===== src/swdik_fifo.sv =====
`timescale 1ns / 1ps
// ----------------------------------------------------------------------------
// swdik_fifo
// Small synchronous queue of words.
// ----------------------------------------------------------------------------
module swdik_fifo #(
  parameter int WIDTH = 8,
  parameter int DEPTH = 2
) (
  input  logic             clk,
  input  logic             rst,
  input  logic             push,
  output logic             full,
  input  logic [WIDTH-1:0] wdata,
  input  logic             pop,
  output logic             empty,
  output logic [WIDTH-1:0] rdata
);

  localparam int PW = $clog2(DEPTH);
  localparam int CW = $clog2(DEPTH + 1);

  logic [WIDTH-1:0] mem [DEPTH];
  logic [PW-1:0]    wptr;
  logic [PW-1:0]    rptr;
  logic [CW-1:0]    count;
  logic             do_push;
  logic             do_pop;

  assign full    = (count == CW'(DEPTH));
  assign empty   = (count == '0);
  assign do_push = push && !full;
  assign do_pop  = pop && !empty;
  assign rdata   = mem[rptr];

  always_ff @(posedge clk) begin
    if (do_push) begin
      mem[wptr] <= wdata;
    end
  end

  always_ff @(posedge clk) begin
    if (rst) begin
      wptr  <= '0;
      rptr  <= '0;
      count <= '0;
    end else begin
      if (do_push) begin
        wptr <= (wptr == PW'(DEPTH - 1)) ? '0 : wptr + 1'b1;
      end
      if (do_pop) begin
        rptr <= (rptr == PW'(DEPTH - 1)) ? '0 : rptr + 1'b1;
      end
      if (do_push && !do_pop) begin
        count <= count + 1'b1;
      end else if (do_pop && !do_push) begin
        count <= count - 1'b1;
      end
    end
  end

  a_count_bound: assert property (@(posedge clk) disable iff (rst)
    count <= CW'(DEPTH))
    else $error("queue fill beyond depth");

endmodule


===== config.mk =====
export PLATFORM = sky130hd
export DESIGN_NAME = swdik_fifo
export DESIGN_NICKNAME = d
export VERILOG_FILES = /design/src/swdik_fifo.sv
export SDC_FILE = /design/constraint.sdc
export NUM_CORES = 1
export LEC_CHECK = 0
export ABC_AREA = 1
export CORE_MARGIN = 1
export CORE_UTILIZATION = 62
export DETAILED_ROUTE_END_ITERATION = 8
export DONT_BUFFER_PORTS = 1
export PLACE_DENSITY = 0.8
export REMOVE_ABC_BUFFERS = 1
export SYNTH_ARGS = -nofsm -noshare
export SYNTH_HDL_FRONTEND = slang
export SYNTH_SLANG_ARGS = --single-unit
export TNS_END_PERCENT = 50

===== constraint.sdc =====
create_clock -name clk -period 2.4 [get_ports clk]
set_input_delay 0.36 -clock clk [delete_from_list [all_inputs] [get_ports clk]]
set_output_delay 0.36 -clock clk [all_outputs]
set_load 0.02 [all_outputs]

==> results.md <==
- Storage cell area: approximately 580 µm²
- DRC: 0
- Reg-to-Reg Start: count[0]
- # resized after CTS: 0
- Initial Utilization: 0.707
- Maximum vdd drop: approximately 0.85 mV
- Seq cells post-synth: 21
- CTS tree: built
- Status: finished, final reports clean
- Most common cell after layout, fill and taps aside: edfxtp_1
- Drt first-iter violations: 13
- Crit path max-delay family: flip-flops
- Commonest cells after routing, fill and taps aside: edfxtp_1 (16), nor2_1 (9), mux2_2 (8)
- Vias in the first global route: approximately 410
- Fillers: 79
- CP max stage delay: ~0.54 ns
- Fin crit period: ~1.6 ns
- Setup-failing EPs final: 0
- Post-DRT Antenna Nets: 0
- Post-DP HPWL: 853 µm
- Post-synth EDFFs: 16
- Top FF cell, synth: edfxtp_1
- Synth area leader: edfxtp_1
- Max cap viols: 0
- Clk slew on worst S/H paths: 0.12 ns
- Final Hold Slack: between 0.1 and 0.15 ns
- PwrDens: roughly 1100 nW/µm²
- Slew HR: 0.553
- Clock sinks: 21
- Layout cells sized above 1: 0.262
- WP buf/inv: 0
- Hold Violations, Final: 0
- Post-CTS setup repair buffer count: 0
- Setup repair after global routing missed its margin: no
- Hold path depth: 0
- Crit path cell chain: mux2_2
- Critical Path RT: 2.04 ns
- TNS Setup: 0 ns
- Hold Crit Start: wdata[7]
- Post-synthesis sequential area ratio: 0.701
- Dpl cells: between 70 and 80
- Final RePlAce weighted congestion: 0.668
- WHS Endpoint: mem[0][7]
- Avg Vias per Cell: 5.62
- H-tree depth reported by CTS: 1
- Routed len/inst: 14.7 µm
- First-pass GRT wire length: 1840 µm
- Least-Margin Pin Slew: 0.668 ns
- Maximum number of pins on one net before global-route repair: 13
- Worst skew pair latency: just under 0.3 ns
- Fin crit share: 0.679
- Core Rows: 12
- Gr ovfl total: 0
- N_diodes: 0
- Worst EP arrival: approximately 1.3 ns
- Async SR Flop Fraction: 0
- DR vias: 444
- Leakage power: ~0.32 nW
- First drt pass iteration count: 4
- Syn_area_per_cell: around 13 µm²
- Post-synth top area share: 0.580
- Multi-input gate area: ~210 µm²
- Synth area leaders: edfxtp_1 (58%), dfxtp_1 (12%), mux2_2 (11%)
- IO buf count: 0
- Fin util: 0.741
- Synth warnings: 0
- Mapped Cells: between 60 and 70
- HP Class: in -> reg
- Initial antenna violation count: 0
- Max Fclk: between 600 and 700 MHz
- GRT Total Usage: 0.192
- Hold_buf cts: 0
- R2R cell count: 2
- Die Y-Extent: slightly below 40 µm
- Total CTS buffers: 3
- Area growth syn-to-layout: 4.83%
- Io pins: 22
- Yosys cell types: 16
- CP Launch Type: register
- Setup slack, reg-to-reg: about 0.87 ns
- Die Wd: between 30 and 40 µm
- Critical Path End Type: primary output
- CP Max Fanout: 8
- WS Path Type: reg -> out
- Final Max Slew Viols: 0
- CP max-delay cell: dfxtp_1
- Final wirelength: around 1200 µm
- Post-Syn Area: 828 µm²
- Die area: between 1000 and 1500 µm²
- Clock Skew: just under 0.007 ns
- Core ar.: 1170 µm²
- Root buffer cell: clkbuf_4
- Clock Path Buffers: 2
- RR Endpoint: mem[0][4]
- Non-Filler Instances: just under 80
- Nets: just under 80
==> cell usage after synthesis, types with 2 or more instances <==
cell      count
edfxtp_1     16
nor2_1        9
mux2_2        8
inv_1         7
dfxtp_1       5
nand2_1       4
inv_2         2
o21ai_0       2
o21ai_2       2
==> kinds of logic (layout without fill, tap and decap cells) <==
group,after synthesis,in the layout,synth area share
and+or+nand+nor,16,16,0.0831
buffers and inverters,10,13,0.0468
muxes,8,8,0.109
AOI/OAI and AO/OA,6,6,0.0453
adders and majority gates,1,1,0.0151
DFF,21,21,0.701
==> cell type report <==
cell class	instances	area share
Multi-Input combinational cell	31	0.241
Sequential cell	21	0.669
Inverter	9	0.0389
Tap cell	14	0.0202
Clock buffer	3	0.0259
Clock inverter	1	0.00576
==> flip-flops by register name (all words and copies together) (netlist names), named ones only <==
name and count:
mem 16, count 2, rptr 1, wptr 1
==> worst max-delay path by stage <==
stage / from / to / slack, ns / cells after the start
floorplan: count[0] / mem[1][0] / 1.08 / 2
global placement: count[0] / mem[0][6] / 0.93 / 2
detailed placement: count[0] / mem[1][6] / 0.88 / 2
CTS: register / rdata[2] / 0.74 / 1
global route: register / rdata[6] / 0.68 / 1
finish: register / rdata[2] / 0.77 / 1
==> through the flow <==
step	instance area (µm²)	setup WS, ns	power [W]
2_1_floorplan	823	1.08	0.000766
6_report	868	0.770	0.000961
3_5_place_dp	841	0.876	0.000808
3_3_place_gp	841	0.927	0.000798
4_1_cts	868	0.741	0.000968
5_1_grt	868	0.675	0.00102
==> routing by layer <==
metal | GRT usage | share of wire
met4 | 0.0776 | 0.0095
met2 | 0.300 | 0.49
met5 | 0 | 0
met1 | 0.247 | 0.43
met3 | 0.0640 | 0.078
==> power by group <==
group          internal (W)  leakage [nW]  switching (W)
registers          0.000464         0.191      0.0000488
clock network     0.0000619        0.0177       0.000102
logic             0.0000976         0.117       0.000186
total              0.000624         0.325       0.000337
Note: power is estimated with default switching activity, not from simulation.
